==> src/hw/rtl/sfd_pkg.sv <==
`timescale 1ns / 1ps

package sfd_pkg;

  localparam int BYTE_W  = 8;
  localparam int KIND_W  = 2;
  localparam int COUNT_W = 6;
  localparam int MIN_W   = 7;
  localparam int IDX_W   = 2;

  // event codes
  localparam logic [KIND_W-1:0] EV_CONTENT  = 2'd0;
  localparam logic [KIND_W-1:0] EV_BAD_TAIL = 2'd1;
  localparam logic [KIND_W-1:0] EV_BAD_LEN  = 2'd2;

  // register indexes
  localparam logic [IDX_W-1:0] CFG_HEADER  = 2'd0;
  localparam logic [IDX_W-1:0] CFG_TAIL    = 2'd1;
  localparam logic [IDX_W-1:0] CFG_MIN_CNT = 2'd2;

  localparam logic [MIN_W-1:0] MIN_CNT_RST = 7'd5;

  // frame layout
  localparam int POS_LEN      = 1;
  localparam int POS_CMD      = 3;
  localparam int POS_DATA     = 4;
  localparam int HDR_OVERHEAD = 2;
  localparam int LEN_MIN      = 3;
  localparam int MAX_PAYLOAD  = 59;

  localparam int QDEPTH = 4;
  localparam int QPTR_W = 2;

  typedef struct packed {
    logic [KIND_W-1:0]  kind;
    logic [BYTE_W-1:0]  cmd;
    logic [COUNT_W-1:0] count;
  } job_t;

endpackage

==> src/hw/rtl/sfd_front.sv <==
`timescale 1ns / 1ps

module sfd_front import sfd_pkg::*; #(
  parameter int FRAME_DEPTH = 64
) (
  input  logic                           clk,
  input  logic                           rst_n,
  input  logic                           in_valid,
  input  logic [BYTE_W-1:0]              in_rx_byte,
  output logic                           in_stall,
  input  logic [BYTE_W-1:0]              header_value,
  input  logic [BYTE_W-1:0]              tail_value,
  input  logic [MIN_W-1:0]               min_frame_count,
  input  logic                           q_full,
  input  logic                           frame_done,
  output logic                           push,
  output job_t                           push_job,
  output logic                           mem_we,
  output logic [$clog2(FRAME_DEPTH)-1:0] mem_addr,
  output logic [BYTE_W-1:0]              mem_data
);

  localparam int AW   = $clog2(FRAME_DEPTH);
  localparam int CW   = $clog2(FRAME_DEPTH + 1);
  localparam int CMPW = (CW > 9) ? CW + 1 : 10;

  logic [CW-1:0]     fill_r, fill_nxt;
  logic [BYTE_W-1:0] len_r, len_nxt;
  logic [BYTE_W-1:0] cmd_r, cmd_nxt;
  logic [BYTE_W-1:0] tail_r, tail_nxt;
  logic              lock_r, lock_nxt;

  logic              hit;
  logic [BYTE_W-1:0] len_cur, tail_cur;
  logic [CMPW-1:0]   fc_w, len_w, min_w;
  logic              too_long;

  assign in_stall = lock_r | q_full;
  assign hit      = in_valid & ~in_stall;

  assign len_cur  = (fill_r == CW'(POS_LEN)) ? in_rx_byte : len_r;
  assign len_w    = CMPW'(len_cur);
  assign fc_w     = CMPW'(fill_r) + CMPW'(1);
  assign min_w    = CMPW'(min_frame_count);
  assign tail_cur = (CMPW'(fill_r) == len_w + CMPW'(1)) ? in_rx_byte : tail_r;
  assign too_long = (len_w + CMPW'(HDR_OVERHEAD) > CMPW'(FRAME_DEPTH)) ||
                    (len_w > CMPW'(MAX_PAYLOAD + LEN_MIN));

  assign mem_addr = fill_r[AW-1:0];
  assign mem_data = in_rx_byte;

  always_comb begin
    fill_nxt = fill_r;
    len_nxt  = len_r;
    cmd_nxt  = cmd_r;
    tail_nxt = tail_r;
    lock_nxt = lock_r & ~frame_done;
    push     = 1'b0;
    push_job = '0;
    mem_we   = 1'b0;
    if (hit && !(fill_r == '0 && in_rx_byte != header_value)) begin
      mem_we   = 1'b1;
      len_nxt  = len_cur;
      tail_nxt = tail_cur;
      if (fill_r == CW'(POS_CMD)) begin
        cmd_nxt = in_rx_byte;
      end
      push_job.kind = EV_BAD_LEN;
      priority if (fc_w < CMPW'(2)) begin
        fill_nxt = fc_w[CW-1:0];
      end else if (too_long) begin
        push     = 1'b1;
        fill_nxt = '0;
      end else if (fc_w + CMPW'(1) < min_w) begin
        if (fc_w >= CMPW'(FRAME_DEPTH)) begin
          push     = 1'b1;
          fill_nxt = '0;
        end else begin
          fill_nxt = fc_w[CW-1:0];
        end
      end else if (fc_w < len_w + CMPW'(HDR_OVERHEAD)) begin
        fill_nxt = fc_w[CW-1:0];
      end else if (len_w < CMPW'(LEN_MIN)) begin
        push     = 1'b1;
        fill_nxt = '0;
      end else if (tail_cur != tail_value) begin
        push          = 1'b1;
        push_job.kind = EV_BAD_TAIL;
        fill_nxt      = '0;
      end else begin
        push           = 1'b1;
        push_job.kind  = EV_CONTENT;
        push_job.cmd   = cmd_r;
        push_job.count = COUNT_W'(len_w - CMPW'(LEN_MIN));
        fill_nxt       = '0;
        lock_nxt       = 1'b1;  // hold the store until the frame is read out
      end
    end
  end

  always_ff @(posedge clk) begin
    if (!rst_n) begin
      fill_r <= '0;
      lock_r <= 1'b0;
    end else begin
      fill_r <= fill_nxt;
      lock_r <= lock_nxt;
    end
  end

  always_ff @(posedge clk) begin
    len_r  <= len_nxt;
    cmd_r  <= cmd_nxt;
    tail_r <= tail_nxt;
  end

endmodule

==> src/hw/rtl/sfd_queue.sv <==
`timescale 1ns / 1ps

module sfd_queue import sfd_pkg::*; (
  input  logic clk,
  input  logic rst_n,
  input  logic push,
  input  job_t push_job,
  input  logic pop,
  output job_t pop_job,
  output logic full,
  output logic empty
);

  job_t              slot_r [QDEPTH];
  logic [QPTR_W-1:0] wr_r, rd_r;
  logic [QPTR_W:0]   cnt_r;

  assign full    = (cnt_r == (QPTR_W + 1)'(QDEPTH));
  assign empty   = (cnt_r == '0);
  assign pop_job = slot_r[rd_r];

  always_ff @(posedge clk) begin
    if (!rst_n) begin
      wr_r  <= '0;
      rd_r  <= '0;
      cnt_r <= '0;
    end else begin
      if (push) begin
        wr_r <= wr_r + QPTR_W'(1);
      end
      if (pop) begin
        rd_r <= rd_r + QPTR_W'(1);
      end
      if (push && !pop) begin
        cnt_r <= cnt_r + (QPTR_W + 1)'(1);
      end else if (pop && !push) begin
        cnt_r <= cnt_r - (QPTR_W + 1)'(1);
      end
    end
  end

  always_ff @(posedge clk) begin
    if (push) begin
      slot_r[wr_r] <= push_job;
    end
  end

endmodule

==> src/hw/rtl/sfd_back.sv <==
`timescale 1ns / 1ps

module sfd_back import sfd_pkg::*; #(
  parameter int FRAME_DEPTH = 64
) (
  input  logic                           clk,
  input  logic                           rst_n,
  input  logic                           mem_we,
  input  logic [$clog2(FRAME_DEPTH)-1:0] mem_addr,
  input  logic [BYTE_W-1:0]              mem_data,
  input  logic                           q_empty,
  input  job_t                           q_job,
  output logic                           pop,
  output logic                           frame_done,
  output logic                           out_valid,
  input  logic                           out_stall,
  output logic [KIND_W-1:0]              out_event_kind,
  output logic [BYTE_W-1:0]              out_command_code,
  output logic [BYTE_W-1:0]              out_payload_byte,
  output logic                           out_byte_valid,
  output logic [COUNT_W-1:0]             out_payload_count,
  output logic                           out_last_of_frame
);

  localparam int AW = $clog2(FRAME_DEPTH);

  logic [BYTE_W-1:0] store_r [FRAME_DEPTH];

  logic               valid_r, valid_nxt;
  job_t               job_r, job_nxt;
  logic [COUNT_W-1:0] idx_r, idx_nxt;
  logic               bv_r, bv_nxt;
  logic               last_r, last_nxt;
  logic [BYTE_W-1:0]  pay_r;

  logic               take, rd_en;
  logic [AW-1:0]      rd_addr;

  assign take       = valid_r & ~out_stall;
  assign frame_done = take & last_r & (job_r.kind == EV_CONTENT);

  always_comb begin
    valid_nxt = valid_r;
    job_nxt   = job_r;
    idx_nxt   = idx_r;
    bv_nxt    = bv_r;
    last_nxt  = last_r;
    pop       = 1'b0;
    rd_en     = 1'b0;
    rd_addr   = AW'(POS_DATA);
    if (!valid_r || take) begin
      if (valid_r && !last_r) begin
        // next data word of the same frame
        idx_nxt  = idx_r + COUNT_W'(1);
        rd_en    = 1'b1;
        rd_addr  = AW'(POS_DATA) + AW'(idx_nxt);
        last_nxt = (idx_nxt + COUNT_W'(1) == job_r.count);
      end else if (!q_empty) begin
        pop       = 1'b1;
        valid_nxt = 1'b1;
        job_nxt   = q_job;
        idx_nxt   = '0;
        if (q_job.kind == EV_CONTENT && q_job.count != '0) begin
          rd_en    = 1'b1;
          bv_nxt   = 1'b1;
          last_nxt = (q_job.count == COUNT_W'(1));
        end else begin
          bv_nxt   = 1'b0;
          last_nxt = 1'b1;
        end
      end else begin
        valid_nxt = 1'b0;
      end
    end
  end

  always_ff @(posedge clk) begin
    if (!rst_n) begin
      valid_r <= 1'b0;
    end else begin
      valid_r <= valid_nxt;
    end
  end

  always_ff @(posedge clk) begin
    job_r  <= job_nxt;
    idx_r  <= idx_nxt;
    bv_r   <= bv_nxt;
    last_r <= last_nxt;
  end

  always_ff @(posedge clk) begin
    if (mem_we) begin
      store_r[mem_addr] <= mem_data;
    end
  end

  always_ff @(posedge clk) begin
    if (rd_en) begin
      pay_r <= store_r[rd_addr];
    end
  end

  assign out_valid         = valid_r;
  assign out_event_kind    = job_r.kind;
  assign out_command_code  = job_r.cmd;
  assign out_payload_byte  = bv_r ? pay_r : '0;
  assign out_byte_valid    = bv_r;
  assign out_payload_count = job_r.count;
  assign out_last_of_frame = last_r;

endmodule

==> src/hw/rtl/serial_frame_deframer.sv <==
`timescale 1ns / 1ps
// A frame's first word goes via the job queue and output register once its closing byte is
// taken (idle back end); each further word follows in the cycle after the last is taken.
// Throughput: one input byte per cycle; input stalls while the 4-entry job queue is full
// and from a good frame's closing byte until its last word is taken.
// Reset: synchronous, active low; registers return to header 0, tail 0, min count 5.
// Frame store contents are undefined after reset; no clearing pass.
module serial_frame_deframer import sfd_pkg::*; #(
  parameter int FRAME_DEPTH = 64
) (
  input  logic               clk,
  input  logic               rst_n,
  input  logic               in_valid,
  output logic               in_stall,
  input  logic [BYTE_W-1:0]  in_rx_byte,
  output logic               out_valid,
  input  logic               out_stall,
  output logic [KIND_W-1:0]  out_event_kind,
  output logic [BYTE_W-1:0]  out_command_code,
  output logic [BYTE_W-1:0]  out_payload_byte,
  output logic               out_byte_valid,
  output logic [COUNT_W-1:0] out_payload_count,
  output logic               out_last_of_frame,
  input  logic               cfg_wr_en,
  input  logic [IDX_W-1:0]   cfg_index,
  input  logic [BYTE_W-1:0]  cfg_data
);

  localparam int AW = $clog2(FRAME_DEPTH);

  logic [BYTE_W-1:0] header_r, tail_r;
  logic [MIN_W-1:0]  min_cnt_r;

  logic              push, pop, q_full, q_empty, frame_done, mem_we;
  job_t              push_job, pop_job;
  logic [AW-1:0]     mem_addr;
  logic [BYTE_W-1:0] mem_data;

  always_ff @(posedge clk) begin
    if (!rst_n) begin
      header_r  <= '0;
      tail_r    <= '0;
      min_cnt_r <= MIN_CNT_RST;
    end else if (cfg_wr_en) begin
      unique case (cfg_index)
        CFG_HEADER:  header_r  <= cfg_data;
        CFG_TAIL:    tail_r    <= cfg_data;
        CFG_MIN_CNT: min_cnt_r <= cfg_data[MIN_W-1:0];
        default: ;
      endcase
    end
  end

  sfd_front #(.FRAME_DEPTH(FRAME_DEPTH)) u_front (
    .clk             (clk),
    .rst_n           (rst_n),
    .in_valid        (in_valid),
    .in_rx_byte      (in_rx_byte),
    .in_stall        (in_stall),
    .header_value    (header_r),
    .tail_value      (tail_r),
    .min_frame_count (min_cnt_r),
    .q_full          (q_full),
    .frame_done      (frame_done),
    .push            (push),
    .push_job        (push_job),
    .mem_we          (mem_we),
    .mem_addr        (mem_addr),
    .mem_data        (mem_data)
  );

  sfd_queue u_queue (
    .clk      (clk),
    .rst_n    (rst_n),
    .push     (push),
    .push_job (push_job),
    .pop      (pop),
    .pop_job  (pop_job),
    .full     (q_full),
    .empty    (q_empty)
  );

  sfd_back #(.FRAME_DEPTH(FRAME_DEPTH)) u_back (
    .clk               (clk),
    .rst_n             (rst_n),
    .mem_we            (mem_we),
    .mem_addr          (mem_addr),
    .mem_data          (mem_data),
    .q_empty           (q_empty),
    .q_job             (pop_job),
    .pop               (pop),
    .frame_done        (frame_done),
    .out_valid         (out_valid),
    .out_stall         (out_stall),
    .out_event_kind    (out_event_kind),
    .out_command_code  (out_command_code),
    .out_payload_byte  (out_payload_byte),
    .out_byte_valid    (out_byte_valid),
    .out_payload_count (out_payload_count),
    .out_last_of_frame (out_last_of_frame)
  );

endmodule

==> config.mk <==
export PLATFORM = sky130hd
export DESIGN_NAME = serial_frame_deframer
export DESIGN_NICKNAME = d
export VERILOG_FILES = /design/src/hw/rtl/sfd_pkg.sv /design/src/hw/rtl/sfd_front.sv /design/src/hw/rtl/sfd_queue.sv /design/src/hw/rtl/sfd_back.sv /design/src/hw/rtl/serial_frame_deframer.sv
export SDC_FILE = /design/constraint.sdc
export NUM_CORES = 1
export LEC_CHECK = 0
export ABC_AREA = 1
export ABC_CLOCK_PERIOD_IN_PS = 5900
export BUFFER_PORTS_ARGS = -buffer_cell sky130_fd_sc_hd__buf_2
export CAP_MARGIN = 20
export CORE_MARGIN = 1.5
export CORE_UTILIZATION = 35
export CTS_CLUSTER_DIAMETER = 200
export DETAILED_ROUTE_END_ITERATION = 10
export GPL_ROUTABILITY_DRIVEN = 0
export PLACE_DENSITY = 0.6
export SLEW_MARGIN = 20
export SYNTH_ARGS = -nofsm -noshare
export SYNTH_HDL_FRONTEND = slang
export SYNTH_SLANG_ARGS = --single-unit
==> constraint.sdc <==
create_clock -name clk -period 5.9 [get_ports clk]
set_input_delay 0 -clock clk [delete_from_list [all_inputs] [get_ports clk]]
set_output_delay 0 -clock clk [all_outputs]
set_load 0.02 [all_outputs]
==> impl_metrics.ini <==
[outcome]
status = complete, no violations

[power]
p_per_area_nw_per_um2 = 401
ir_worst_vdd_mv = 0.224
p_int_mw = 8.71
netSwitchingFraction_pct = 32.8
p_sw_mw = 4.26
comb_power_share_pct = 23.5
power.share.clock_pct = 32.3
p_leak_nw = 10.8
p_seq_share_pct = 44.2

[critical_path]
crit_required_ns = 6.40
cp-end-kind = flop
startpoint_type = flop
criticalPathCategory = reg -> reg
regToRegSetupSlack_ns = 0.89
arrival_ns = 5.51
slowest_delay_ns = 0.60
crit_slowest_cell = dfxtp_1
critical_path.most_common_cell = nand2_1
crit_fanout = 13

[synth]
synth_top_family_by_area = simple AND/OR/NAND/NOR gates
synth_xor_area_share_pct = 0.860
yosys_warnings = 0
synth_adder_area_share_pct = 1.52
synth_compound_area_share_pct = 11.8
ys_seq_area_share_pct = 69.5
synth.distinct_cells = 51
synth_cells = 2340
synth_edf_count = 632
synthMuxAreaShare_pct = 0
syn-cell-area_um2 = 28500
ys_ff_latch = 673
async_flop_share_pct = 0
synth_ff_type = edfxtp_1
synthSimpleGateAreaFrac_pct = 13.0
synth_nets = 2397
avgSynthCellArea_um2 = 12.2

[placed_design]
dp.cells = 3353
portBuffers = 50
hpwl_um = 47200

[global_routing]
antenna_found_initial = 2
track_usage_pct = 18.1
grt-ovfl-total = 0
grt_max_degree = 141
grt_pass1_vias = 18200
grt_pass1_wl_um = 113000

[cells_and_area]
fillers = 7434
layout.cells.non_filler = 3505
finalNetCount = 2452
final_common_cell = edfxtp_1
drive_gt1_share_pct = 10.9
num_antenna_cells = 0
area_growth_pct = 13.4
layout_common_cells = edfxtp_1, nor2_1, o21ai_0

[timing]
finClkSkew_ns = 0.0322
slew_headroom_pct = 26.2
finalHoldViolCount = 0
drv_slew = 0
setup_viol = 0
fmax_mhz = 200
fin_crit_sh_pct = 84.8
timing.setup.tns_ns = 0
post-route-min-period_ns = 5.01
rsz0062_at_grt = false
tightest_slew_ns = 1.10

[floorplanning]
dieWidth_um = 288
start_util_pct = 35.4
boundaryPins = 51
die_h_um = 288
rows = 104
coreArea_um2 = 80500
fp.dieArea_um2 = 83200

[detailed_routing]
drt_first_pass_iters = 7
wl_per_cell_um = 21.7
drt-met1-wl_um = 32600
drc = 0
wl_met3_um = 5540
wl_met2_um = 36000
routed.top_layer = met4
dr.first_iter.drc_count = 2139
postRouteAntennaNets = 0
drt_wl_total_um = 76100
vias = 19000
avgViaCountPerCell = 5.42

[cts]
cts_sinks = 673
postCtsSetupBuffers = 0
cts_buffer_depth = 3
cts_tree = yes
cts_made_buffers = 72
h-tree-depth = 3
cts-resized-gates = 0
cts_root_buffer = clkbuf_16
insertion_delay_ns = 0.63
holdBufCountCts = 28
clk_pin_slew_worst_paths_ns = 0.06

[min_path]
min_path_type = in -> reg

[run]
cap_violations = 0
-- registers in the layout, summed over array words and instances (netlist names), named ones only --
register / cells
u_back.out_valid: 1
u_back.out_last_of_frame: 1
u_back.pay_r: 8
u_queue.rd_r: 2
u_back.store_r: 512
u_queue.wr_r: 2
tail_r: 8
u_front.tail_r: 8
u_back.out_event_kind: 2
min_cnt_r: 7
u_back.idx_r: 6
u_front.cmd_r: 8
u_back.out_payload_count: 6
u_queue.cnt_r: 3
u_front.fill_r: 7
u_front.lock_r: 1
u_front.len_r: 8
u_queue.slot_r: 64
u_back.out_byte_valid: 1
header_r: 8
u_back.out_command_code: 8
-- worst paths after layout --
path,from,to,cells past startpoint
max,u_front.fill_r[0]$_SDFFE_PN0P_,u_queue.cnt_r[1]$_SDFFE_PN0P_,26
min,in_rx_byte[6],u_back.store_r[33][6]$_DFFE_PP_,1
max reg2reg,u_front.fill_r[0]$_SDFFE_PN0P_,u_queue.cnt_r[1]$_SDFFE_PN0P_,26
min reg2reg,u_queue.rd_r[1]$_SDFFE_PN0P_,u_queue.rd_r[1]$_SDFFE_PN0P_,2
-- critical path, delay by kind of cell (launching register included) --
family | cells | cell delay, ns
flops | 1 | 0.60
buf+inv | 4 | 0.38
simple gates | 11 | 1.40
fa+ha+maj | 4 | 1.16
compound gates | 7 | 1.35
-- metrics by stage --
stage / utilization, % / cell area, um^2 / setup slack, ns / hold slack, ns / total power [mW]
after floorplan: - / 28500 / 1.77 / 0.0989 / 7.80
after global placement: 37.1 / 29900 / 1.14 / 0.268 / 8.78
after detailed placement: 37.1 / 29900 / 0.990 / 0.263 / 8.84
after CTS: 40.1 / 32300 / 0.987 / 0.0239 / 13.0
after global routing: 40.1 / 32300 / 0.322 / 0.0498 / 13.5
final: 40.1 / 32300 / 0.895 / 0.0340 / 13.0
-- area by class of cell --
cell class | count | area, um^2 | share of cell area [%]
Multi-Input combinational cell | 1424 | 7780 | 24.1
Timing Repair Buffer | 114 | 863 | 2.67
Clock buffer | 92 | 1930 | 5.96
Clock inverter | 32 | 218 | 0.673
Inverter | 110 | 423 | 1.31
Sequential cell | 673 | 19800 | 61.2
Tap cell | 1060 | 1330 | 4.10
-- cells by family after synthesis --
family,count (synthesis)
adder cells (fa/ha/maj),34
flip-flops,673
buffers and inverters,243
XOR/XNOR,28
AO/OA/AOI/OAI,516
AND/OR/NAND/NOR,846
-- power groups by stage --
stage / Clock, mW / Sequential [mW] / Combinational (mW)
global route: 4.42 / 5.76 / 3.30
global placement: 0 / 5.83 / 2.95
finish: 4.19 / 5.74 / 3.04
CTS: 4.24 / 5.74 / 3.03
detailed placement: 0 / 5.84 / 3.01
floorplan: 0 / 5.83 / 1.97
-- routing by layer --
layer	track usage, %	vias to the layer above
met5	0	-
met4	6.18	0
met3	2.98	132
met2	29.0	735
met1	25.0	9448
li1	-	8674
-- cell usage after synthesis, types with 6 or more instances --
master / number / area share [%]
nand2_4: 11 / 0.43
nand4_1: 9 / 0.20
nand3_2: 10 / 0.35
nand3_1: 77 / 1.4
buf_1: 11 / 0.14
nand3b_1: 9 / 0.24
ha_1: 33 / 1.4
inv_1: 97 / 1.3
o22ai_1: 63 / 1.4
edfxtp_1: 632 / 67
o21ai_0: 207 / 3.6
xnor2_1: 14 / 0.43
clkbuf_1: 114 / 1.5
nor2_2: 7 / 0.15
a32oi_1: 6 / 0.18
nor3_1: 6 / 0.11
a21oi_1: 39 / 0.68
nand2_1: 167 / 2.2
nor2_4: 12 / 0.47
o221ai_1: 52 / 1.6
nor2_1: 517 / 6.8
inv_2: 7 / 0.092
nand2_2: 15 / 0.33
o211ai_1: 55 / 1.4
dfxtp_1: 41 / 2.9
o32ai_1: 80 / 2.5
xor2_1: 14 / 0.43
No activity file was read; power rests on OpenSTA's default activity.
